File: src/rtl/ackw_ram.sv
// generic single-port ram with registered read
// no dependencies
`timescale 1ns / 1ps

module ackw_ram #(
  parameter int WIDTH = 8,
  parameter int DEPTH = 16
) (
  input  logic                     clk_i,
  input  logic                     we_i,
  input  logic [$clog2(DEPTH)-1:0] addr_i,
  input  logic [WIDTH-1:0]         wdata_i,
  output logic [WIDTH-1:0]         rdata_o
);

  logic [WIDTH-1:0] mem_q [DEPTH];

  // write and registered read
  always_ff @(posedge clk_i) begin
    if (we_i) begin
      mem_q[addr_i] <= wdata_i;
    end
    rdata_o <= mem_q[addr_i];
  end

endmodule

File: config.mk
export PLATFORM = sky130hd
export DESIGN_NAME = ackw_ram
export DESIGN_NICKNAME = d
export VERILOG_FILES = /design/src/rtl/ackw_ram.sv
export SDC_FILE = /design/constraint.sdc
export NUM_CORES = 1
export LEC_CHECK = 0
export ABC_CLOCK_PERIOD_IN_PS = 2150
export BUFFER_PORTS_ARGS = -buffer_cell sky130_fd_sc_hd__clkbuf_2
export CAP_MARGIN = 25
export CELL_PAD_IN_SITES_DETAIL_PLACEMENT = 1
export CELL_PAD_IN_SITES_GLOBAL_PLACEMENT = 1
export CORE_ASPECT_RATIO = 0.7
export CORE_MARGIN = 1.5
export CORE_UTILIZATION = 40
export DETAILED_ROUTE_END_ITERATION = 16
export PLACE_DENSITY = 0.68
export SKIP_LAST_GASP = 1
export SYNTH_ARGS = -nofsm -noshare
export SYNTH_HDL_FRONTEND = slang
export SYNTH_SLANG_ARGS = --single-unit
File: constraint.sdc
create_clock -name clk_i -period 2.15 [get_ports clk_i]
set_input_delay 0.215 -clock clk_i [delete_from_list [all_inputs] [get_ports clk_i]]
set_output_delay 0.215 -clock clk_i [all_outputs]
set_load 0.01 [all_outputs]
== After elaboration in Yosys (flattened, before gate mapping) ==
Memories as Yosys holds them, arrays and structs flattened. A register that Yosys moved wholly into a read port is not among the register bits.
Index checks and enable logic that the tools add are counted.

* Multiplexer cells: 2

{| class="wikitable"
|+ Operators with widths
! cell !! number
|-
| $mux 1 || 2
|}

* Flip-flop bits (word level): 0
* Bits in writable memories: 128
* Input bits: 14
* Output and inout port bits: 8
* Word-level logic and storage cells: 3
* Memories kept: 1

{| class="wikitable"
|+ Memories
! name !! words !! width !! read ports !! clocked after Yosys merged registers in !! wr ports !! line !! RTL
|-
| mem_q || 16 || 8 || 1 || 1 || 1 || 16 || <nowiki>logic [WIDTH-1:0] mem_q [DEPTH];</nowiki>
|}

== Longest topological paths before layout ==
Gate-level depths: netlist of the first run.

* Depth in word-level cells: 2
* Depth in mapped cells: 5
* Gate-level depth less buffers: 3

== Worst setup path before layout of the first run ==
OpenSTA, ideal clock, no wires.

* Kind: input to register
* Start point: input port addr_i[2]
* End point: memory mem_q[0][0] (enable)
* Setup time: 0.383 ns
* Arrival: 1.325 ns
* Required time: 1.767 ns
* Slack: 0.442 ns
* Cell stages on the path: 2
* Buffers on the path: 0
* Path through: or3b_2 nor3_1

{| class="wikitable"
|+ RTL lines
! element !! line !! RTL
|-
| from (decl) || 11 || <nowiki>input logic [$clog2(DEPTH)-1:0] addr_i,</nowiki>
|-
| to (decl) || 16 ||
|}

Straight into the memory's write port.

==> results of run 1 <==
-- registers in the layout, indices dropped and copies added (netlist names) --
| register | flops |
|---|---|
| mem_q | 128 |
| rdata_o | 8 |
-- worst max-delay path by stage --
stage / endpoint / start / slack, ns
floorplan: mem_q[0][0] / addr_i[2] / 0.44
global placement: rdata_o[5] / addr_i[0] / 0.41
detailed placement: rdata_o[5] / addr_i[0] / 0.37
CTS: rdata_o[5] / mem_q[2][5] / 0.72
global route: rdata_o[5] / mem_q[3][5] / 0.71
finish: rdata_o[5] / mem_q[2][5] / 0.74
-- cell type report --
type | count | area share
Clock inverter | 14 | 0.02803
Tap cell | 162 | 0.03291
Sequential cell | 136 | 0.6500
Clock buffer | 18 | 0.06967
Multi-Input combinational cell | 83 | 0.1629
Timing Repair Buffer | 50 | 0.05647
-- per-layer routing --
metal	GRT usage	vias up	part of all wire
li1	-	1085	-
met1	0.2756	1345	0.50
met2	0.2392	62	0.44
met3	0.05477	6	0.050
met4	0.05587	0	0.0051
met5	0	-	0
-- kinds of logic (layout without fill, tap and decap cells) --
kind of cell,count (synthesis),count (layout),synth area share
and+or+nand+nor,35,35,0.03210
muxes,32,32,0.1422
DFF,136,136,0.7901
buffers and inverters,11,82,0.01185
AOI/OAI and AO/OA,16,16,0.02370
-- worst reg2reg max path: cells and delay by family (launching register included) --
family           cells  cell delay (ns)
flip-flops           1             0.36
AND/OR/NAND/NOR      1             0.10
AO/OA/AOI/OAI        1             0.35
multiplexers         1             0.47
-- cell usage in the layout (no fill, tap or decap), types with 2 or more instances in the layout --
master      count
inv_6           3
a22oi_1        16
bufinv_16       3
clkbuf_16      17
nand3b_1        2
clkinvlp_4      2
mux4_2         32
buf_12          2
nand2_1         9
clkinv_1        2
clkbuf_2       21
nor2b_1         2
nor2_1         13
buf_4          27
dfxtp_1         8
clkinv_4        2
edfxtp_1      128
nor3_1          4
nand2b_1        2
-- power by group --
| group | internal [mW] | switching, mW |
|---|---|---|
| sequential | 2.96 | 0.0256 |
| combinational | 0.124 | 0.164 |
| clock | 1.83 | 1.12 |
| total | 4.92 | 1.31 |
==> flow_metrics.py, run 1 <==
metrics = {
    "pwr": {
        "power_mw": 6.229,
        "p_per_area_nw_per_um2": 1011,
        "peakVddDrop_uv": 539.0,
        "power_leakage_nw": 2.072,
    },
    "detailed_routing": {
        "drtIter0Drc": 169,
        "firstDrtPassIters": 4,
        "ant_nets": 0,
        "vias_per_cell": 5.395,
        "vias": 2498,
        "drc": 0,
        "wl_per_cell_um": 23.23,
        "routed_wl_um": 10760,
    },
    "floorplanning": {
        "dieWidth_um": 137.5,
        "die_h_um": 97.17,
        "core_sq_um": 12380,
        "fp.dieArea_sq_um": 13360,
        "top_level_ports": 22,
        "core.rowCount": 34,
        "start_util": 0.4093,
    },
    "timing": {
        "whs_ns": 0.2303,
        "max_slew_margin": 0.7108,
        "rsz0062_at_grt": "no",
        "min_period_ns": 1.408,
        "max_freq_mhz": 710.3,
        "fin_ws_ns": 0.7421,
        "drv_slew": 0,
        "setup_viol": 0,
        "fin_crit_sh": 0.6548,
        "hold_viol": 0,
        "fin_setup_tns_ns": 0,
        "worst_pin_slew_ns": 0.4338,
        "finClkSkew_ns": 0.009123,
    },
    "finish": {
        "fin_nets": 302,
        "seqCellArea_sq_um": 4004,
        "finalCoreUtilization": 0.4976,
        "design_area_sq_um": 6160,
        "n_fill_cell": 1104,
        "layout.cells.non_filler": 463,
        "n_antenna_cell": 0,
        "areaGrowthSynthToFinish_pct": 21.56,
        "multiInputGateArea_sq_um": 1003,
        "drive_above_1_share": 0.3721,
    },
    "yosys": {
        "synth_most_common_cell": "edfxtp_1",
        "synth_top_flop_cell": "edfxtp_1",
        "synth_edf_count": 128,
        "synth_top_area_frac": 0.7585,
        "synth.area.top_cells": "edfxtp_1 76%, mux4_2 14%, dfxtp_1 3.2%, a22oi_1 2.4%, nor2_1 0.96%",
        "ys_seq_elements": 136,
        "avgSynthCellArea_sq_um": 22.03,
        "yosys.area.top_type": "edfxtp_1",
        "synth_area_sq_um": 5067,
        "synthArstFlopShare": 0,
        "yosys-top-cells-count": "128 x edfxtp_1, 32 x mux4_2, 16 x a22oi_1",
        "yosys_warnings": 0,
        "ys_types": 18,
        "yosysSeqAreaShare": 0.7901,
        "synth_cells": 230,
        "syn_nets": 244,
    },
    "clock_network": {
        "cts_root_buf": "clkbuf_16",
        "clockBufferDepth": 2,
        "postCtsHoldBufs": 0,
        "clk_latency_ns": 0.42,
        "post-cts-setup-buffers": 0,
        "cts_tree": "yes",
        "numCtsBuffers": 17,
        "htree_levels": 4,
        "cts.sinks": 136,
        "cts_resized": 0,
        "clk_pin_slew_worst_paths_ns": 0.06,
    },
    "critical_path": {
        "critPathTopFamily": "multiplexers",
        "crit_buf_inv": 0,
        "r2r-start": "mem_q[2][5]",
        "critPathMaxFanout": 1,
        "cp_cell_sequence": "mux4_2, a22oi_1, nand2_1",
        "critPathSlowestCell": "mux4_2",
        "worstSetupPathType": "register to register",
        "r2r.worst_path.cells": 3,
        "max_stage_delay_ns": 0.47,
        "arrival_ns": 1.71,
        "r2r-end": "rdata_o[5]",
        "crit_path_end_kind": "register",
        "cp.required_ns": 2.45,
        "rrSetupSlack_ns": 0.74,
        "start_kind": "register",
        "path_depth": 3,
    },
    "global_route": {
        "grt.overflow.total": 0,
        "grt_start_max_net_pins": 40,
        "grt_pass1_wl_um": 16400,
        "grt_pass1_vias": 2638,
        "antenna_found_initial": 0,
        "grt_usage": 0.1780,
    },
    "outcome": {
        "status": "completed",
    },
    "worst_hold_path": {
        "hold_path_class": "input pin to register",
        "holdPathEnd": "mem_q[4][6]",
        "min_from": "wdata_i[6]",
        "hold_depth": 1,
    },
    "flow_run": {
        "maxCapViolations": 0,
    },
    "placed_design": {
        "place_area_sq_um": 5558,
        "gp_congestion": 0.7390,
        "io_buffers": 21,
        "hpwl_um": 7060,
        "dp_worst_setup_slack_ns": 0.3728,
        "place_inst": 431,
    },
}
Note: power is estimated with default switching activity, not from simulation.
==> inputs of run 2 (changes only) <==
Settings changed: ABC_CLOCK_PERIOD_IN_PS 2150 to 1200, PLACE_DENSITY 0.68 to 0.71.
Clock period 2.15 ns to 1.2 ns, I/O delays scaled along.
==> run 2 against run 1 <==
Effect of this change: the run now ends with negative setup slack left; critical endpoint is now rdata_o[1]; register-to-register slack worse by 0.90 ns; sequential share of layout area down 4.9 points; critical path type unchanged; die area unchanged.
==> flow_metrics.py, run 2 (synthesis gave the netlist of run 1 again) <==
metrics = {
    "outcome": {
        "status": "finished with violations",
        "violations": "negative setup slack",
    },
    "pwr": {
        "power_mw": 11.72,
        "power_leakage_nw": 2.238,
        "p_per_area_nw_per_um2": 1759,
        "peakVddDrop_uv": 1077,
    },
    "placed_design": {
        "io_buffers": 21,
        "gp_congestion": 0.7777,
        "hpwl_um": 7152,
        "place_area_sq_um": 6005,
    },
    "global_route": {
        "antenna_found_initial": 0,
        "grt_pass1_vias": 2826,
        "grt.overflow.total": 0,
        "grt_usage": 0.1970,
        "grt_pass1_wl_um": 18110,
        "grt_start_max_net_pins": 19,
    },
    "timing": {
        "drv_slew": 0,
        "hold_viol": 0,
        "fin_crit_sh": 1.132,
        "fin_ws_ns": -0.1579,
        "min_period_ns": 1.358,
        "rsz0062_at_grt": "yes",
        "max_slew_margin": 0.4190,
        "setup_viol": 8,
        "max_freq_mhz": 736.5,
        "finClkSkew_ns": 0.01285,
        "worst_pin_slew_ns": 0.8698,
    },
    "detailed_routing": {
        "vias": 2578,
        "routed_wl_um": 11670,
        "drc": 0,
        "firstDrtPassIters": 4,
        "drtIter0Drc": 198,
        "vias_per_cell": 5.382,
        "ant_nets": 0,
        "wl_per_cell_um": 24.36,
    },
    "clock_network": {
        "cts_root_buf": "clkbuf_16",
        "htree_levels": 4,
        "clk_latency_ns": 0.42,
        "post-cts-setup-buffers": 0,
        "clockBufferDepth": 2,
        "numCtsBuffers": 17,
        "clk_pin_slew_worst_paths_ns": 0.06,
        "cts.sinks": 136,
        "cts_tree": "yes",
    },
    "critical_path": {
        "worstSetupPathType": "register to register",
        "r2r-start": "mem_q[3][1]",
        "r2r.worst_path.cells": 4,
        "r2r-end": "rdata_o[1]",
        "crit_start": "mem_q[3][1]",
        "arrival_ns": 1.66,
        "start_kind": "register",
        "crit_path_end_kind": "register",
        "cp.required_ns": 1.51,
        "crit_end": "rdata_o[1]",
        "rrSetupSlack_ns": -0.16,
        "critPathMaxFanout": 1,
    },
    "finish": {
        "n_antenna_cell": 0,
        "drive_above_1_share": 0.4763,
        "mostFrequentLayoutCell": "edfxtp_1",
        "n_fill_cell": 1073,
        "top_register": "mem_q",
        "areaGrowthSynthToFinish_pct": 31.48,
        "seqCellArea_sq_um": 4004,
        "layout_common_cells": "128 x edfxtp_1, 32 x mux4_2, 28 x buf_4, 21 x clkbuf_2",
        "largest_register_ffs": 128,
        "multiInputGateArea_sq_um": 1160,
        "fin_nets": 318,
        "top_regs": "mem_q: 128 flops, rdata_o: 8 flops",
        "design_area_sq_um": 6663,
    },
    "floorplanning": {
        "core.rowCount": 34,
        "top_level_ports": 22,
        "core_sq_um": 12380,
        "die_h_um": 97.17,
        "dieWidth_um": 137.5,
        "fp.dieArea_sq_um": 13360,
        "start_util": 0.4093,
    },
    "flow_run": {
        "maxCapViolations": 0,
    },
    "worst_hold_path": {
        "hold_path_class": "input pin to register",
    },
}
[run 2: layer usage]
layer  GRT usage  vias up  part of all wire
met1      0.2837     1394              0.47
li1            -     1113                 -
met2      0.2935       58              0.47
met5           0        -                 0
met3     0.04591       13             0.040
met4     0.07287        0             0.014
[run 2: timing repair]
action / in CTS / in global routing
gates cloned: 0 / 0
hold buffers: 0 / 0
endpoints found under the setup margin: 8 / 8
pin swaps: 5 / 1
hold endpoints to repair: 0 / 0
resized for setup: 5 / 0
[run 2: layout make-up]
class                      instances  area share
clock inverter                     9     0.02592
multi-input combinational         83      0.1741
tap                              162     0.03042
clock buffer                      23     0.07023
timing repair buffer              66     0.09840
sequential                       136      0.6009
[run 2: metrics by stage]
stage | utilization | setup TNS (ns) | hold slack (ns) | cells | setup slack (ns)
3_5_place_dp | 0.4850 | -21.64 | 0.5083 | 448 | -0.3763
6_report | 0.5382 | -0.9378 | 0.1495 | 479 | -0.1579
3_3_place_gp | 0.4850 | -20.35 | 0.5096 | 448 | -0.3478
5_1_grt | 0.5382 | -1.386 | 0.1787 | 479 | -0.2253
4_1_cts | 0.5382 | -0.9780 | 0.1326 | 479 | -0.1810
2_1_floorplan | - | -1.671 | 0.2189 | 230 | -0.05865
[run 2: how the worst min path moves through the flow]
stage,startpoint,to,cells past startpoint
after floorplan,wdata_i[0],mem_q[0][0],0
after global placement,rdata_o[2],rdata_o[2],1
after detailed placement,rdata_o[2],rdata_o[2],1
after CTS,wdata_i[2],mem_q[11][2],1
after global routing,wdata_i[3],mem_q[11][3],1
final,wdata_i[2],mem_q[5][2],1
[run 2: worst max-delay path, cell delays in order, from the launching register on]
cell,delay [ns]
edfxtp_1,0.37
mux4_2,0.50
a22oi_2,0.17
buf_4,0.15
nand2_1,0.05
[run 2: report_power, final]
group          leakage, nW  internal [mW]  switching (mW)
registers             1.22           5.31          0.0356
clock network        0.311           3.79            1.92
logic                0.703          0.303           0.359
