File: src/rtl/ackw_pkg.sv
// shared types, constants and helpers of the keyword counter
// depends on nothing; imported by aho_corasick_keyword_counter_unit and ackw_ctrl
`timescale 1ns / 1ps

package ackw_pkg;

  // dictionary geometry
  localparam int MAX_NODES   = 8192;
  localparam int ALPHABET    = 26;
  localparam int NODE_W      = $clog2(MAX_NODES);
  localparam int SYM_W       = 5;
  localparam int CHILD_DEPTH = MAX_NODES * ALPHABET;
  localparam int CHILD_AW    = $clog2(CHILD_DEPTH);
  localparam int QPTR_W      = NODE_W + 1;

  // counters
  localparam int KW_W      = 13;
  localparam int TOTAL_W   = 14;
  localparam int KW_MAX    = 8191;
  localparam int TOTAL_MAX = 16383;

  // item kinds
  typedef enum logic [1:0] {
    ACT_CLEAR   = 2'd0,
    ACT_PATTERN = 2'd1,
    ACT_FINISH  = 2'd2,
    ACT_TEXT    = 2'd3
  } action_e;

  // child table port
  typedef struct packed {
    logic                we;
    logic [CHILD_AW-1:0] addr;
    logic [NODE_W-1:0]   wdata;
  } child_req_t;

  // per-node table port
  typedef struct packed {
    logic              we;
    logic [NODE_W-1:0] addr;
    logic [NODE_W-1:0] wdata;
  } node_req_t;

  // one result beat
  typedef struct packed {
    logic               done;
    logic               full;
    logic [TOTAL_W-1:0] total;
  } result_t;

  // row-major address of a child entry
  function automatic logic [CHILD_AW-1:0] child_addr(logic [NODE_W-1:0] n,
                                                     logic [SYM_W-1:0]  s);
    logic [CHILD_AW-1:0] base;
    base = CHILD_AW'(n) * CHILD_AW'(ALPHABET);
    return base + CHILD_AW'(s);
  endfunction

endpackage

File: src/rtl/ackw_ctrl.sv
// sequencer that drives the trie, link, count and queue tables
// depends on ackw_pkg
`timescale 1ns / 1ps

module ackw_ctrl import ackw_pkg::*; (
  input  logic              clk_i,
  input  logic              rst_ni,
  input  logic              in_valid_i,
  output logic              in_ready_o,
  input  action_e           in_action_i,
  input  logic [SYM_W-1:0]  in_symbol_i,
  input  logic              in_last_i,
  input  logic              out_free_i,
  output logic              res_valid_o,
  output result_t           res_o,
  output child_req_t        child_req_o,
  input  logic [NODE_W-1:0] child_rdata_i,
  output node_req_t         fail_req_o,
  input  logic [NODE_W-1:0] fail_rdata_i,
  output node_req_t         dict_req_o,
  input  logic [NODE_W-1:0] dict_rdata_i,
  output node_req_t         kw_req_o,
  input  logic [KW_W-1:0]   kw_rdata_i,
  output node_req_t         queue_req_o,
  input  logic [NODE_W-1:0] queue_rdata_i
);

  typedef enum logic [4:0] {
    S_IDLE, S_ZROOT, S_CLR, S_P0, S_P1, S_PL, S_PK,
    S_FRR, S_FRC, S_FPOP, S_FU, S_FUF, S_FCR, S_FCC, S_FTO, S_FTC, S_FTF,
    S_FFK, S_FFW, S_TTO, S_TTC, S_TTF, S_TCOL, S_TCW, S_EMIT
  } state_e;

  state_e             state_q;
  logic               boot_q;
  action_e            act_q;
  logic [SYM_W-1:0]   sym_q, s_q;
  logic               last_q, full_q, dropped_q;
  logic [NODE_W-1:0]  nodes_used_q, pattern_q, text_q;
  logic [NODE_W-1:0]  c_q, u_q, fu_q, to_q, f_q;
  logic [QPTR_W-1:0]  head_q, tail_q;
  logic [TOTAL_W-1:0] total_q;

  logic               room, q_room, last_sym, hit;
  logic [NODE_W-1:0]  new_node, f_sel;
  logic [TOTAL_W:0]   total_sum;

  assign room      = nodes_used_q < NODE_W'(MAX_NODES - 1);
  assign q_room    = tail_q < QPTR_W'(MAX_NODES);
  assign new_node  = nodes_used_q + NODE_W'(1);
  assign last_sym  = s_q == SYM_W'(ALPHABET - 1);
  assign hit       = (child_rdata_i != '0) || (to_q == '0);
  assign f_sel     = (child_rdata_i == c_q) ? '0 : child_rdata_i;
  assign total_sum = {1'b0, total_q} + (TOTAL_W + 1)'(kw_rdata_i);

  assign in_ready_o  = state_q == S_IDLE;
  assign res_valid_o = state_q == S_EMIT;
  assign res_o.total = total_q;
  assign res_o.full  = full_q;
  assign res_o.done  = (act_q == ACT_TEXT) && last_q;

  // table requests per step
  always_comb begin
    child_req_o = '0;
    fail_req_o  = '0;
    dict_req_o  = '0;
    kw_req_o    = '0;
    queue_req_o = '0;
    case (state_q)
      S_ZROOT: begin
        fail_req_o.we = 1'b1;
        dict_req_o.we = 1'b1;
        kw_req_o.we   = 1'b1;
      end
      S_CLR: begin
        child_req_o.we   = 1'b1;
        child_req_o.addr = child_addr(c_q, s_q);
      end
      S_P0: child_req_o.addr = child_addr(pattern_q, sym_q);
      S_P1: begin
        if (child_rdata_i == '0 && room) begin
          child_req_o.we    = 1'b1;
          child_req_o.addr  = child_addr(pattern_q, sym_q);
          child_req_o.wdata = new_node;
          fail_req_o.we     = 1'b1;
          fail_req_o.addr   = new_node;
          dict_req_o.we     = 1'b1;
          dict_req_o.addr   = new_node;
          kw_req_o.we       = 1'b1;
          kw_req_o.addr     = new_node;
        end
      end
      S_PL: kw_req_o.addr = pattern_q;
      S_PK: begin
        kw_req_o.addr  = pattern_q;
        kw_req_o.we    = kw_rdata_i < KW_W'(KW_MAX);
        kw_req_o.wdata = kw_rdata_i + KW_W'(1);
      end
      S_FRR: child_req_o.addr = child_addr('0, s_q);
      S_FRC: begin
        if (child_rdata_i != '0 && q_room) begin
          fail_req_o.we     = 1'b1;
          fail_req_o.addr   = child_rdata_i;
          dict_req_o.we     = 1'b1;
          dict_req_o.addr   = child_rdata_i;
          queue_req_o.we    = 1'b1;
          queue_req_o.addr  = tail_q[NODE_W-1:0];
          queue_req_o.wdata = child_rdata_i;
        end
      end
      S_FPOP: queue_req_o.addr = head_q[NODE_W-1:0];
      S_FU:   fail_req_o.addr  = queue_rdata_i;
      S_FCR:  child_req_o.addr = child_addr(u_q, s_q);
      S_FCC: begin
        if (child_rdata_i != '0 && q_room) begin
          queue_req_o.we    = 1'b1;
          queue_req_o.addr  = tail_q[NODE_W-1:0];
          queue_req_o.wdata = child_rdata_i;
        end
      end
      S_FTO: child_req_o.addr = child_addr(to_q, s_q);
      S_FTC: fail_req_o.addr  = to_q;
      S_FFK: begin
        kw_req_o.addr   = f_q;
        dict_req_o.addr = f_q;
      end
      S_FFW: begin
        fail_req_o.we    = 1'b1;
        fail_req_o.addr  = c_q;
        fail_req_o.wdata = f_q;
        dict_req_o.we    = 1'b1;
        dict_req_o.addr  = c_q;
        dict_req_o.wdata = (kw_rdata_i != '0) ? f_q : dict_rdata_i;
      end
      S_TTO: child_req_o.addr = child_addr(to_q, sym_q);
      S_TTC: fail_req_o.addr  = to_q;
      S_TCOL: begin
        kw_req_o.addr   = f_q;
        dict_req_o.addr = f_q;
      end
      S_TCW: begin
        kw_req_o.we   = 1'b1;
        kw_req_o.addr = f_q;
      end
      default: ;
    endcase
  end

  // sequencer and working registers
  always_ff @(posedge clk_i or negedge rst_ni) begin
    if (!rst_ni) begin
      state_q      <= S_ZROOT;
      boot_q       <= 1'b1;
      act_q        <= ACT_CLEAR;
      nodes_used_q <= '0;
      pattern_q    <= '0;
      text_q       <= '0;
      total_q      <= '0;
      c_q          <= '0;
      s_q          <= '0;
      full_q       <= 1'b0;
      dropped_q    <= 1'b0;
      last_q       <= 1'b0;
      head_q       <= '0;
      tail_q       <= '0;
    end else begin
      case (state_q)
        S_IDLE: begin
          if (in_valid_i) begin
            act_q     <= in_action_i;
            sym_q     <= in_symbol_i;
            last_q    <= in_last_i;
            full_q    <= 1'b0;
            dropped_q <= 1'b0;
            s_q       <= '0;
            to_q      <= text_q;
            case (in_action_i)
              ACT_CLEAR: begin
                nodes_used_q <= '0;
                pattern_q    <= '0;
                text_q       <= '0;
                total_q      <= '0;
                c_q          <= '0;
                state_q      <= S_ZROOT;
              end
              ACT_PATTERN: state_q <= (in_symbol_i < SYM_W'(ALPHABET)) ? S_P0 : S_PL;
              ACT_FINISH: begin
                text_q  <= '0;
                total_q <= '0;
                head_q  <= '0;
                tail_q  <= '0;
                state_q <= S_FRR;
              end
              default: state_q <= (in_symbol_i < SYM_W'(ALPHABET)) ? S_TTO : S_EMIT;
            endcase
          end
        end
        S_ZROOT: state_q <= S_CLR;
        // zero one child row
        S_CLR: begin
          s_q <= s_q + SYM_W'(1);
          if (last_sym) begin
            if (boot_q) begin
              boot_q  <= 1'b0;
              state_q <= S_IDLE;
            end else begin
              state_q <= (act_q == ACT_CLEAR) ? S_EMIT : S_PL;
            end
          end
        end
        // pattern letter
        S_P0: state_q <= S_P1;
        S_P1: begin
          if (child_rdata_i != '0) begin
            pattern_q <= child_rdata_i;
            state_q   <= S_PL;
          end else if (room) begin
            nodes_used_q <= new_node;
            pattern_q    <= new_node;
            c_q          <= new_node;
            s_q          <= '0;
            state_q      <= S_CLR;
          end else begin
            full_q    <= 1'b1;
            dropped_q <= 1'b1;
            state_q   <= S_PL;
          end
        end
        S_PL: begin
          if (!last_q) begin
            state_q <= S_EMIT;
          end else if (dropped_q) begin
            pattern_q <= '0;
            state_q   <= S_EMIT;
          end else begin
            state_q <= S_PK;
          end
        end
        S_PK: begin
          pattern_q <= '0;
          state_q   <= S_EMIT;
        end
        // finish: root children
        S_FRR: state_q <= S_FRC;
        S_FRC: begin
          if (child_rdata_i != '0 && q_room) begin
            tail_q <= tail_q + QPTR_W'(1);
          end
          s_q     <= s_q + SYM_W'(1);
          state_q <= last_sym ? S_FPOP : S_FRR;
        end
        // finish: breadth-first walk
        S_FPOP: begin
          if (head_q < tail_q) begin
            head_q  <= head_q + QPTR_W'(1);
            state_q <= S_FU;
          end else begin
            state_q <= S_EMIT;
          end
        end
        S_FU: begin
          u_q     <= queue_rdata_i;
          state_q <= S_FUF;
        end
        S_FUF: begin
          fu_q    <= fail_rdata_i;
          s_q     <= '0;
          state_q <= S_FCR;
        end
        S_FCR: state_q <= S_FCC;
        S_FCC: begin
          if (child_rdata_i == '0) begin
            s_q     <= s_q + SYM_W'(1);
            state_q <= last_sym ? S_FPOP : S_FCR;
          end else begin
            if (q_room) begin
              tail_q <= tail_q + QPTR_W'(1);
            end
            c_q     <= child_rdata_i;
            to_q    <= fu_q;
            state_q <= S_FTO;
          end
        end
        S_FTO: state_q <= S_FTC;
        S_FTC: begin
          if (hit) begin
            f_q     <= f_sel;
            state_q <= S_FFK;
          end else begin
            state_q <= S_FTF;
          end
        end
        S_FTF: begin
          to_q    <= fail_rdata_i;
          state_q <= S_FTO;
        end
        S_FFK: state_q <= S_FFW;
        S_FFW: begin
          s_q     <= s_q + SYM_W'(1);
          state_q <= last_sym ? S_FPOP : S_FCR;
        end
        // text letter: goto / failure chase
        S_TTO: state_q <= S_TTC;
        S_TTC: begin
          if (hit) begin
            text_q  <= child_rdata_i;
            f_q     <= child_rdata_i;
            state_q <= S_TCOL;
          end else begin
            state_q <= S_TTF;
          end
        end
        S_TTF: begin
          to_q    <= fail_rdata_i;
          state_q <= S_TTO;
        end
        // output chain collection
        S_TCOL: state_q <= S_TCW;
        S_TCW: begin
          total_q <= (total_sum > (TOTAL_W + 1)'(TOTAL_MAX)) ? TOTAL_W'(TOTAL_MAX)
                                                            : total_sum[TOTAL_W-1:0];
          f_q     <= dict_rdata_i;
          state_q <= (dict_rdata_i == '0) ? S_EMIT : S_TCOL;
        end
        // hand the result to the output register
        S_EMIT: begin
          if (out_free_i) begin
            if (act_q == ACT_TEXT && last_q) begin
              text_q  <= '0;
              total_q <= '0;
            end
            state_q <= S_IDLE;
          end
        end
        default: state_q <= S_IDLE;
      endcase
    end
  end

endmodule
File: config.mk
export PLATFORM = sky130hd
export DESIGN_NAME = ackw_ctrl
export DESIGN_NICKNAME = d
export VERILOG_FILES = /design/src/rtl/ackw_pkg.sv /design/src/rtl/ackw_ctrl.sv
export SDC_FILE = /design/constraint.sdc
export NUM_CORES = 1
export LEC_CHECK = 0
export BUFFER_PORTS_ARGS = -buffer_cell sky130_fd_sc_hd__buf_2
export CAP_MARGIN = 20
export CORE_MARGIN = 2
export CORE_UTILIZATION = 40
export DETAILED_ROUTE_END_ITERATION = 10
export GPL_ROUTABILITY_DRIVEN = 0
export MAX_ROUTING_LAYER = met4
export PLACE_DENSITY_LB_ADDON = 0.12
export SLEW_MARGIN = 10
export SYNTH_ARGS = -nofsm -noshare
export SYNTH_HDL_FRONTEND = slang
export SYNTH_SLANG_ARGS = --single-unit
File: constraint.sdc
create_clock -name clk_i -period 8.4 [get_ports clk_i]
set_clock_uncertainty 0.15 [all_clocks]
set_input_delay 1.68 -clock clk_i [delete_from_list [all_inputs] [get_ports clk_i]]
set_output_delay 1.68 -clock clk_i [all_outputs]
set_load 0.05 [all_outputs]
Word level (Yosys, flattened, before mapping):

Index checks and enable logic that the tools add are counted.
Widths: inputs -> output; s select.

* bits in registers: 166
* input port bits: 77
* output and inout bits: 158
* word-level logic and storage cells: 222

* add/sub/neg operators: 11
* $mul: 4
* magnitude comparators: 6
* equal/unequal tests: 49
* multiplexer cells: 85
* reduce and logical (&&, ||, !) cells: 49

Operators by type and width (number)
* $mux 13: 23
* $pmux 13 s3: 5
* $mux 14: 13
* $pmux 18 s7: 1
* $pmux 5 s25: 1
* $pmux 13 s4: 2
* $add 18x5->18: 5
* $pmux 14 s3: 2
* $mul 13x4->17 const B: 4
* $pmux 13 s5: 1
* $mux 5: 12
* $pmux 13 s2: 2
* $eq 5x5->1 const B: 10
* $eq 5x4->1 const B: 8
* $logic_not 13->1: 3
* $mux 32: 1
* $ne 2x2->1 const B: 16
* $add 14x1->14 const B: 2
* $pmux 14 s2: 1
* $mux 27: 1
* $add 13x1->13 const B: 2
* $lt 13x13->1 const B: 2
* $reduce_bool 13->1: 2
* $pmux 5 s5: 1
* 36 further kinds: 84

Depth between registers and ports, before layout:

Gate-level depths: netlist of the first run.

* depth after elaboration: 5
* mapped depth: 19
* mapped depth without buffers: 16

Worst setup path after synthesis of the first run:

No wires, ideal clock.

* kind: input to output
* start point: input child_rdata_i[7]
* end point: output fail_req_o[25] in the netlist's numbering
* arrival time: 4940 ps
* data required time: 6570 ps
* path slack: 1630 ps
* stages on the path: 8
* path buffers: 2
* path through: clkbuf_1 -> or4_1 -> nor4_4 -> nand2_1 -> clkbuf_1 -> nor3_1 -> a221o_1 -> a221o_1

RTL lines
* from (decl): RTL line ackw_ctrl.sv:17 `input logic [NODE_W-1:0] child_rdata_i,`
* to (decl): RTL line ackw_ctrl.sv:18 `output node_req_t fail_req_o,`

==> impl_metrics.yaml, run 1 <==
power_and_ir_drop:
  power.leakage_nw: 9.26
  p_sw_mw: 4.66
  swShare: 0.553
  p_int_mw: 3.77
  power_density_nw_per_um2: 448
  ir_drop_v: 0.000251
  finalPower_mw: 8.42
  seqPwrFrac: 0.166
  p_comb_frac: 0.741
  power_frac_clock: 0.093
timing:
  rsz0062_at_grt: "no"
  slew_headroom: 0.306
  worst_slew_pin_slew_ns: 1.04
  hold_violations: 0
  period_share: 0.828
  whs_ns: 0.350
  max_freq_ghz: 0.144
  tns_ns: 0
  maxSlewViolCount: 0
  fin_ws_ns: 1.45
  min_period_ns: 6.95
  setup_violations: 0
cells_and_area:
  drive_gt1_frac: 0.161
  nNetsFinal: 2401
  syn2layout_area_growth_pct: 13.7
  nFillCells: 4108
  antenna_cells: 0
  fin_util: 0.461
outcome:
  status: "finished clean"
synth:
  synthDistinctLibCells: 91
  yosys-top-cells-area: "dfrtp_1 16%, ha_1 13%, edfxtp_1 10%"
  synthArstFlopShare: 0.657
  synthFlopType: "dfrtp_1"
  synthCells: 1915
  synth_fp_nets: 2207
  synth_area_per_cell_sq_um: 8.64
  synth_most_common_cell: "nand2_1"
  syn-cell-area_sq_um: 16500
  synthTopCellsByCount: "190 x nand2_1, 171 x ha_1, 144 x nor2_1, 141 x inv_1, 107 x dfrtp_1"
  synth_warnings: 0
  ys_seq_area_frac: 0.269
  synth_edf_count: 57
  synth_top_cell_by_area: "dfrtp_1"
  synth_top_area_share: 0.162
  ys_ff_latch: 166
setup_path:
  arrival_ns: 5.12
  slowest_stage: "dfrtp_1"
  critPathTopFamily: "simple AND/OR/NAND/NOR gates"
  crit_chain: "nand3b_1 -> nor2_8 -> nand2_1 -> nand2_1 -> ha_1 -> inv_1 -> fa_1 -> nor2b_1 -> o21ai_0 -> a22oi_1 -> o221ai_1 -> a2111o_1 -> nor4_1 -> nand4_1 -> xnor2_1 -> o221ai_1 -> buf_2"
  r2r_end: "head_q[10]"
  cp_max_fo: 19
  path_class: "reg -> out"
  worstSetupStartpointType: "flip-flop"
  ff2ff_setup_slack_ns: 4.90
  end_kind: "primary output"
  worst-r2r-cell-count: 8
  slowest_delay_ns: 0.69
  required_ns: 6.57
  rr_startpoint: "state_q[3]"
  critPathBufInv: 2
  cp-startpoint: "state_q[3]"
die:
  start_util: 0.405
  chipHeight_microns: 207
  dieArea_sq_um: 43000
  die_x_microns: 207
  rows: 74
  io_pins: 235
  coreArea_sq_um: 40800
global_routing:
  grt_pass1_wl_microns: 87800
  grt_max_degree: 56
  gr-total-overflow: 0
  antenna_found_initial: 1
  grt_pass1_vias: 14900
  groute.usage.overall: 0.270
cts:
  clock_path_buffers: 2
  htree_levels: 4
  cts_tree: "yes"
  cts_root_buffer: "clkbuf_16"
  cts_sinks: 166
  clk_pin_slew_ns: 0.07
  ctsHoldBuffers: 0
  cts_setup_buffers: 0
  numCtsBuffers: 17
  post_cts_resized: 0
  clk-insertion-delay-late_ns: 0.46
route:
  num_vias: 15600
  vias_per_cell: 5.88
  ant_nets: 0
  routedWlPerCell_microns: 21.7
  drtIter0Drc: 1458
  drc: 0
  dr.pass1.iters: 7
  drt-total-wl_microns: 57600
placed_design:
  dp_slack_ns: 1.83
  dp_hpwl_microns: 45500
  port_buffers: 234
hold_path:
  min_from: "text_q[3]"
  hp-class: "reg -> reg"
  hold_depth: 1
  worstHoldEndpoint: "text_q[3]"
flow_run:
  cap_violations: 0
==> per-stage QoR <==
step	instance area, sq um	cells
after floorplan	16500	1915
after global placement	18200	2619
after detailed placement	18200	2619
after CTS	18800	2651
after global routing	18800	2654
final	18800	2654
==> cell families (layout without fill, tap and decap cells) <==
group / Yosys count / in the layout / share of synthesized area
AO/OA/AOI/OAI: 509 / 509 / 0.214
XOR/XNOR: 127 / 127 / 0.0672
adder cells (fa/ha/maj): 215 / 215 / 0.183
buffers and inverters: 226 / 433 / 0.0537
flip-flops: 166 / 166 / 0.269
multiplexers: 38 / 38 / 0.0242
AND/OR/NAND/NOR: 634 / 634 / 0.189
==> routing by layer <==
layer  GRT usage  up-vias  wire length (microns)
met2       0.422      623                  26600
met4       0.133        0                   2800
met5           -        -                      0
li1            -     7324                      -
met3      0.0434      132                   3950
met1       0.340     7520                  24300
==> final cells by class <==
cell class                 count  area [sq um]  share of cell area
inverter                     143           537              0.0285
clock buffer                  20           447              0.0238
multi-input combinational   1523         11200               0.597
sequential                   166          4440               0.236
tap                          532           666              0.0354
timing repair buffer         258          1370              0.0726
clock inverter                12           118             0.00625
==> sequential cells by signal, summed over array words and instances, names as in the netlist <==
name          count
last_q            1
boot_q            1
nodes_used_q     13
u_q              13
act_q             2
fu_q             13
c_q              13
tail_q           14
to_q             13
f_q              13
state_q           5
sym_q             5
s_q               5
total_q          14
dropped_q         1
text_q           13
head_q           14
pattern_q        13
==> worst max path at each step <==
stage | endpoint | slack, ns | depth (start not counted)
finish | child_req_o[30] | 1.45 | 17
global route | child_req_o[30] | 1.08 | 17
CTS | child_req_o[30] | 1.47 | 17
detailed placement | fail_req_o[21] | 1.83 | 10
global placement | fail_req_o[21] | 1.90 | 10
floorplan | fail_req_o[25] | 1.63 | 8
==> power by group through the flow <==
| stage | logic [mW] | registers [mW] | clock network (mW) |
|---|---|---|---|
| finish | 6.24 | 1.40 | 0.785 |
| global route | 6.86 | 1.43 | 0.829 |
| CTS | 6.20 | 1.39 | 0.802 |
| detailed placement | 6.16 | 1.40 | 0 |
| global placement | 6.11 | 1.40 | 0 |
| floorplan | 4.74 | 1.28 | 0 |
==> cell usage in the layout (no fill, tap or decap), drive strengths merged, types with 7 or more instances in the layout <==
master  Yosys  routed
a21oi      96      96
nand2b     23      23
edfxtp     57      57
o211ai     12      12
nor3b       7       7
dfrtp     107     107
nand2     191     191
nand3      50      50
nor2      146     146
and2       36      36
and3       20      20
nand4      22      22
a31oi      15      15
xnor2      76      76
a22o       40      40
nor2b      19      19
a211oi     12      12
mux2       16      16
nor3       52      52
mux2i      22      22
nor4       12      12
clkbuf     60      20
ha        171     171
xor2       51      51
o22ai      22      22
a22oi      23      23
o21ai     105     105
o21a        9       9
a21o       52      52
clkinv      0       7
o31ai      12      12
a221o      40      40
fa         44      44
buf        23     258
inv       143     147
or3        20      20
o221ai     12      12
or2        13      13
Power figures use the tool's default switching activity.
==> run 2, diff against run 1 <==
- ABC_AREA: unset -> 1
- clock period: 8.4 -> 5.6 ns (I/O delays scaled with it)
==> impl_metrics.yaml, run 2 <==
synth:
  synthFlopType: "dfrtp_1"
  synth_top_cell_by_area: "dfrtp_1"
  syn-cell-area_sq_um: 17500
  synth_edf_count: 57
  synth_top_area_share: 0.153
  ys_ff_latch: 166
  synthTopCellsByCount: "588 x nand2_1, 436 x inv_1, 226 x nor2_1, 171 x ha_1, 168 x nand3_1"
  synth_warnings: 0
  synth_fp_nets: 2808
  synthDistinctLibCells: 71
  ys_seq_area_frac: 0.253
  synthCells: 2516
  yosys-top-cells-area: "dfrtp_1 15%, nand2_1 13%, ha_1 12%"
  synth_area_per_cell_sq_um: 6.97
  synthArstFlopShare: 0.657
  synth_most_common_cell: "nand2_1"
setup_path:
  path_class: "reg -> out"
  cp_max_fo: 6
  rr_startpoint: "state_q[4]"
  required_ns: 4.33
  cp-startpoint: "u_q[1]"
  end_kind: "primary output"
  worst-r2r-cell-count: 9
  worstSetupStartpointType: "flip-flop"
  ff2ff_setup_slack_ns: 2.44
  arrival_ns: 4.09
die:
  dieArea_sq_um: 45500
  chipHeight_microns: 213
  start_util: 0.406
  coreArea_sq_um: 43200
  rows: 76
  io_pins: 235
  die_x_microns: 213
timing:
  fin_ws_ns: 0.240
  slew_headroom: 0.362
  tns_ns: 0
  hold_violations: 0
  period_share: 0.957
  rsz0062_at_grt: "no"
  max_freq_ghz: 0.187
  worst_slew_pin_slew_ns: 0.958
  setup_violations: 0
  min_period_ns: 5.36
  maxSlewViolCount: 0
cells_and_area:
  design_area_sq_um: 20200
  nFillCells: 4599
  final_cell_count_no_fill: 3356
  reg_top3: "head_q (14), tail_q (14), total_q (14)"
  mostFrequentLayoutCells: "588 x nand2_1, 435 x inv_1, 228 x buf_2"
  nNetsFinal: 3046
  fin_util: 0.469
  syn2layout_area_growth_pct: 15.4
  final_common_cell: "nand2_1"
  drive_gt1_frac: 0.147
cts:
  htree_levels: 4
  clk_pin_slew_ns: 0.08
  cts_tree: "yes"
  numCtsBuffers: 17
  cts_sinks: 166
  clk-insertion-delay-late_ns: 0.47
  cts_root_buffer: "clkbuf_16"
  clock_path_buffers: 2
global_routing:
  grt_max_degree: 69
  grt_pass1_vias: 17500
  antenna_found_initial: 4
  grt_pass1_wl_microns: 101000
  gr-total-overflow: 0
  groute.usage.overall: 0.302
hold_path:
  hp-class: "reg -> reg"
  hold_depth: 2
  min_from: "boot_q"
route:
  ant_nets: 0
  vias_per_cell: 5.44
  num_vias: 18300
  drt-total-wl_microns: 66000
  drtIter0Drc: 1559
  wl_met1_microns: 28200
  top_layer: "met4"
  routedWlPerCell_microns: 19.7
  drc: 0
  dr.pass1.iters: 6
  met2_wirelength_microns: 29700
  dr_wl_met3_microns: 5200
power_and_ir_drop:
  ir_drop_v: 0.000289
  power.leakage_nw: 10.7
  p_comb_frac: 0.663
  seqPwrFrac: 0.195
  power_frac_clock: 0.141
  p_int_mw: 4.07
  swShare: 0.564
  p_sw_mw: 5.27
  power_density_nw_per_um2: 461
placed_design:
  port_buffers: 234
  dp_hpwl_microns: 54500
  dp_cells: 3313
  placedInstanceArea_sq_um: 19400
  dp_slack_ns: 0.520
flow_run:
  cap_violations: 0
outcome:
  status: "finished clean"
==> run 2: cell count changes after synthesis, moves of 40 or more <==
cell	delta
clkbuf_1	-42
inv_1	+295
a22o_1	-40
a21o_1	-44
nand2_1	+398
nand4_1	+40
nand3_1	+118
xnor2_1	-62
nor2_1	+82
==> run 2: per-stage QoR <==
step                      power (mW)  hold WS, ns
after CTS                       9.22        0.328
after global routing            10.1        0.341
after floorplan                 6.27        0.294
after global placement          7.82        0.306
final                           9.33        0.328
after detailed placement        7.87        0.316
==> run 2: area by class of cell <==
| class | instances | area [sq um] | share of cell area |
|---|---|---|---|
| clock buffer | 17 | 425 | 0.0210 |
| multi-input combinational | 1838 | 11200 | 0.554 |
| antenna | 4 | 10.0 | 0.000495 |
| sequential | 166 | 4440 | 0.220 |
| inverter | 467 | 1760 | 0.0870 |
| clock inverter | 15 | 234 | 0.0116 |
| tap | 585 | 732 | 0.0362 |
| timing repair buffer | 264 | 1420 | 0.0699 |
==> run 2: routing by layer <==
layer,vias to the layer above,global-route usage
met5,-,-
met4,0,0.127
met3,123,0.0501
met2,806,0.464
met1,8535,0.394
li1,8807,-
==> run 2: kinds of logic after synthesis <==
logic type,Yosys count,synth area share
mux,3,0.00193
compound gates,413,0.143
simple gates,1155,0.291
fa+ha+maj,215,0.172
xor+xnor,52,0.0260
buf+inv,512,0.113
flops,166,0.253
==> run 2: timing repair <==
| action | CTS | global route |
|---|---|---|
| hold buffers | 0 | 0 |
| gates resized for setup | 0 | 32 |
| endpoints found under the setup margin | 0 | 8 |
| endpoints found under the hold margin | 0 | 0 |
| setup buffers | 0 | 7 |
==> run 2: worst paths after layout <==
| path | endpoint |
|---|---|
| max | child_req_o[28] |
| min | boot_q |
| max reg2reg | pattern_q[5] |
| min reg2reg | boot_q |
| max in group asynchronous | pattern_q[2] |
| min in group asynchronous | head_q[7] |
==> run 2: worst max-delay path, cell delays in order (launching register included) <==
cell	delay [ns]
edfxtp_1	0.50
ha_1	0.37
fa_1	0.52
fa_1	0.50
nand3_1	0.12
nand2_1	0.14
nand2_1	0.09
nand3_1	0.10
nand2_1	0.22
inv_1	0.09
nor2_2	0.15
nand3_2	0.12
nor2_4	0.16
nand2_1	0.06
nand2_1	0.06
nand3_1	0.07
nand3_1	0.10
clkbuf_4	0.23
==> run 2: power by group through the flow <==
stage                     clock [mW]  sequential (mW)  combinational [mW]
after global routing            1.38             1.85                6.92
final                           1.32             1.82                6.19
after CTS                       1.34             1.82                6.06
after floorplan                    0             1.77                4.50
after detailed placement           0             1.84                6.03
after global placement             0             1.84                5.98
==> run 3, diff against run 2 <==
- ABC_AREA: 1 -> unset
==> impl_metrics.yaml, run 3 (same netlist as run 1, synthesis figures left out) <==
outcome:
  status: "finished with violations"
  violations: "setup timing"
route:
  drc: 0
  routedWlPerCell_microns: 21.6
  drt-total-wl_microns: 59100
  num_vias: 15900
  drtIter0Drc: 1631
  vias_per_cell: 5.84
  ant_nets: 0
  dr.pass1.iters: 6
setup_path:
  critPathTopFamily: "adder cells"
  cp-startpoint: "u_q[1]"
  rr_startpoint: "state_q[2]"
  arrival_ns: 4.48
  crit_chain: "ha_1 -> fa_2 -> fa_2 -> xnor2_1 -> nor4b_2 -> nor2_1 -> or4b_4 -> nor4_4 -> nand2_1 -> xor2_1 -> a221o_1 -> buf_6"
  path_common_cell: "fa_2"
  required_ns: 4.33
  worstSetupStartpointType: "flip-flop"
  path_class: "reg -> out"
  cp_max_fo: 3
  end_kind: "primary output"
  slowest_stage: "or4b_4"
  slowest_delay_ns: 0.57
  ff2ff_setup_slack_ns: 1.81
  worst-r2r-cell-count: 11
  r2r_end: "tail_q[8]"
  critPathBufInv: 1
timing:
  max_freq_ghz: 0.174
  min_period_ns: 5.75
  tns_ns: -0.402
  slew_headroom: 0.246
  whs_ns: 0.350
  fin_ws_ns: -0.150
  setup_violations: 4
  worst_slew_pin_slew_ns: 1.13
  maxSlewViolCount: 0
  rsz0062_at_grt: "yes"
  hold_violations: 0
  period_share: 1.03
die:
  coreArea_sq_um: 40800
  start_util: 0.405
  rows: 74
  io_pins: 235
  chipHeight_microns: 207
  die_x_microns: 207
  dieArea_sq_um: 43000
hold_path:
  min_from: "total_q[0]"
  worstHoldEndpoint: "total_q[0]"
  hp-class: "reg -> reg"
  hold_depth: 2
cells_and_area:
  nFillCells: 4008
  seqCellArea_sq_um: 4440
  reg_top3: "head_q (14), tail_q (14), total_q (14)"
  mostFrequentLayoutCells: "224 x buf_2, 190 x nand2_1, 157 x ha_1"
  nNetsFinal: 2477
  final_cell_count_no_fill: 2732
  multiInputGateArea_sq_um: 11600
  design_area_sq_um: 19800
  syn2layout_area_growth_pct: 19.9
  final_common_cell: "buf_2"
  fin_util: 0.486
  drive_gt1_frac: 0.219
power_and_ir_drop:
  power_frac_clock: 0.085
  power_density_nw_per_um2: 692
  ir_drop_v: 0.000474
  finalPower_mw: 13.7
  p_comb_frac: 0.770
  seqPwrFrac: 0.145
  p_int_mw: 6.32
  power.leakage_nw: 9.69
  swShare: 0.540
  p_sw_mw: 7.41
global_routing:
  grt_max_degree: 48
  grt_pass1_wl_microns: 91200
  gr-total-overflow: 0
  grt_pass1_vias: 15700
  antenna_found_initial: 1
  groute.usage.overall: 0.278
placed_design:
  dp_cells: 2660
  port_buffers: 234
  dp_slack_ns: 0.0484
  dp_hpwl_microns: 46300
  placedInstanceArea_sq_um: 18500
cts:
  clk-insertion-delay-late_ns: 0.46
  clk_pin_slew_ns: 0.07
  clock_path_buffers: 2
  ctsHoldBuffers: 0
  cts_root_buffer: "clkbuf_16"
  htree_levels: 4
  cts_sinks: 166
  numCtsBuffers: 17
  cts_tree: "yes"
flow_run:
  cap_violations: 0
[run 3: changes by cell type in the layout (fill, tap and decap cells not counted), sizes merged, moves of 36 or more]
cell	delta
nor2	-102
nand2	-404
buf	+73
nand3	-124
a21o	+44
nand4	-40
xnor2	+62
a22o	+40
inv	-320
o21ai	-63
a221o	+36
[run 3: layout make-up]
type	count	share of cell area
Tap cell	532	0.0336
Multi-Input combinational cell	1523	0.587
Inverter	143	0.0271
Timing Repair Buffer	334	0.0998
Sequential cell	166	0.224
Clock buffer	18	0.0216
Antenna cell	2	0.000252
Clock inverter	14	0.00637
[run 3: worst max path at each step]
| stage | to | slack (ns) | cells after the start |
|---|---|---|---|
| after global routing | child_req_o[30] | -0.32 | 17 |
| after floorplan | fail_req_o[25] | -0.05 | 8 |
| final | child_req_o[27] | -0.15 | 12 |
| after global placement | child_req_o[30] | 0.09 | 13 |
| after detailed placement | child_req_o[30] | 0.05 | 13 |
| after CTS | child_req_o[27] | -0.11 | 15 |
[run 3: worst register-to-register path, stage by stage (launching register included)]
cell     delay (ns)
dfrtp_1        0.43
buf_4          0.25
or2_2          0.40
nor2_1         0.30
nand2_1        0.29
inv_2          0.21
nand2_1        0.41
nor3_2         0.69
buf_4          0.29
o22ai_1        0.09
nand2_1        0.08
o21ai_0        0.07
[run 3: power by group through the flow]
stage	combinational (mW)	sequential [mW]	clock, mW
after floorplan	7.13	1.93	0
after global placement	9.30	2.00	0
after detailed placement	9.41	2.01	0
after CTS	10.2	1.98	1.18
after global routing	11.6	2.03	1.23
final	10.6	1.99	1.17
[run 3: repair_timing]
item                       in CTS  in global routing
resized for setup              71                 27
buffers inserted               26                 10
pin swaps                      39                 22
setup endpoints to repair       8                 12
[run 3: routing by layer]
layer | routed length [microns] | share of wire | global-route usage
met5 | 0 | 0 | -
met4 | 2240 | 0.038 | 0.102
met3 | 3460 | 0.059 | 0.0418
met2 | 27800 | 0.47 | 0.448
met1 | 25600 | 0.43 | 0.354
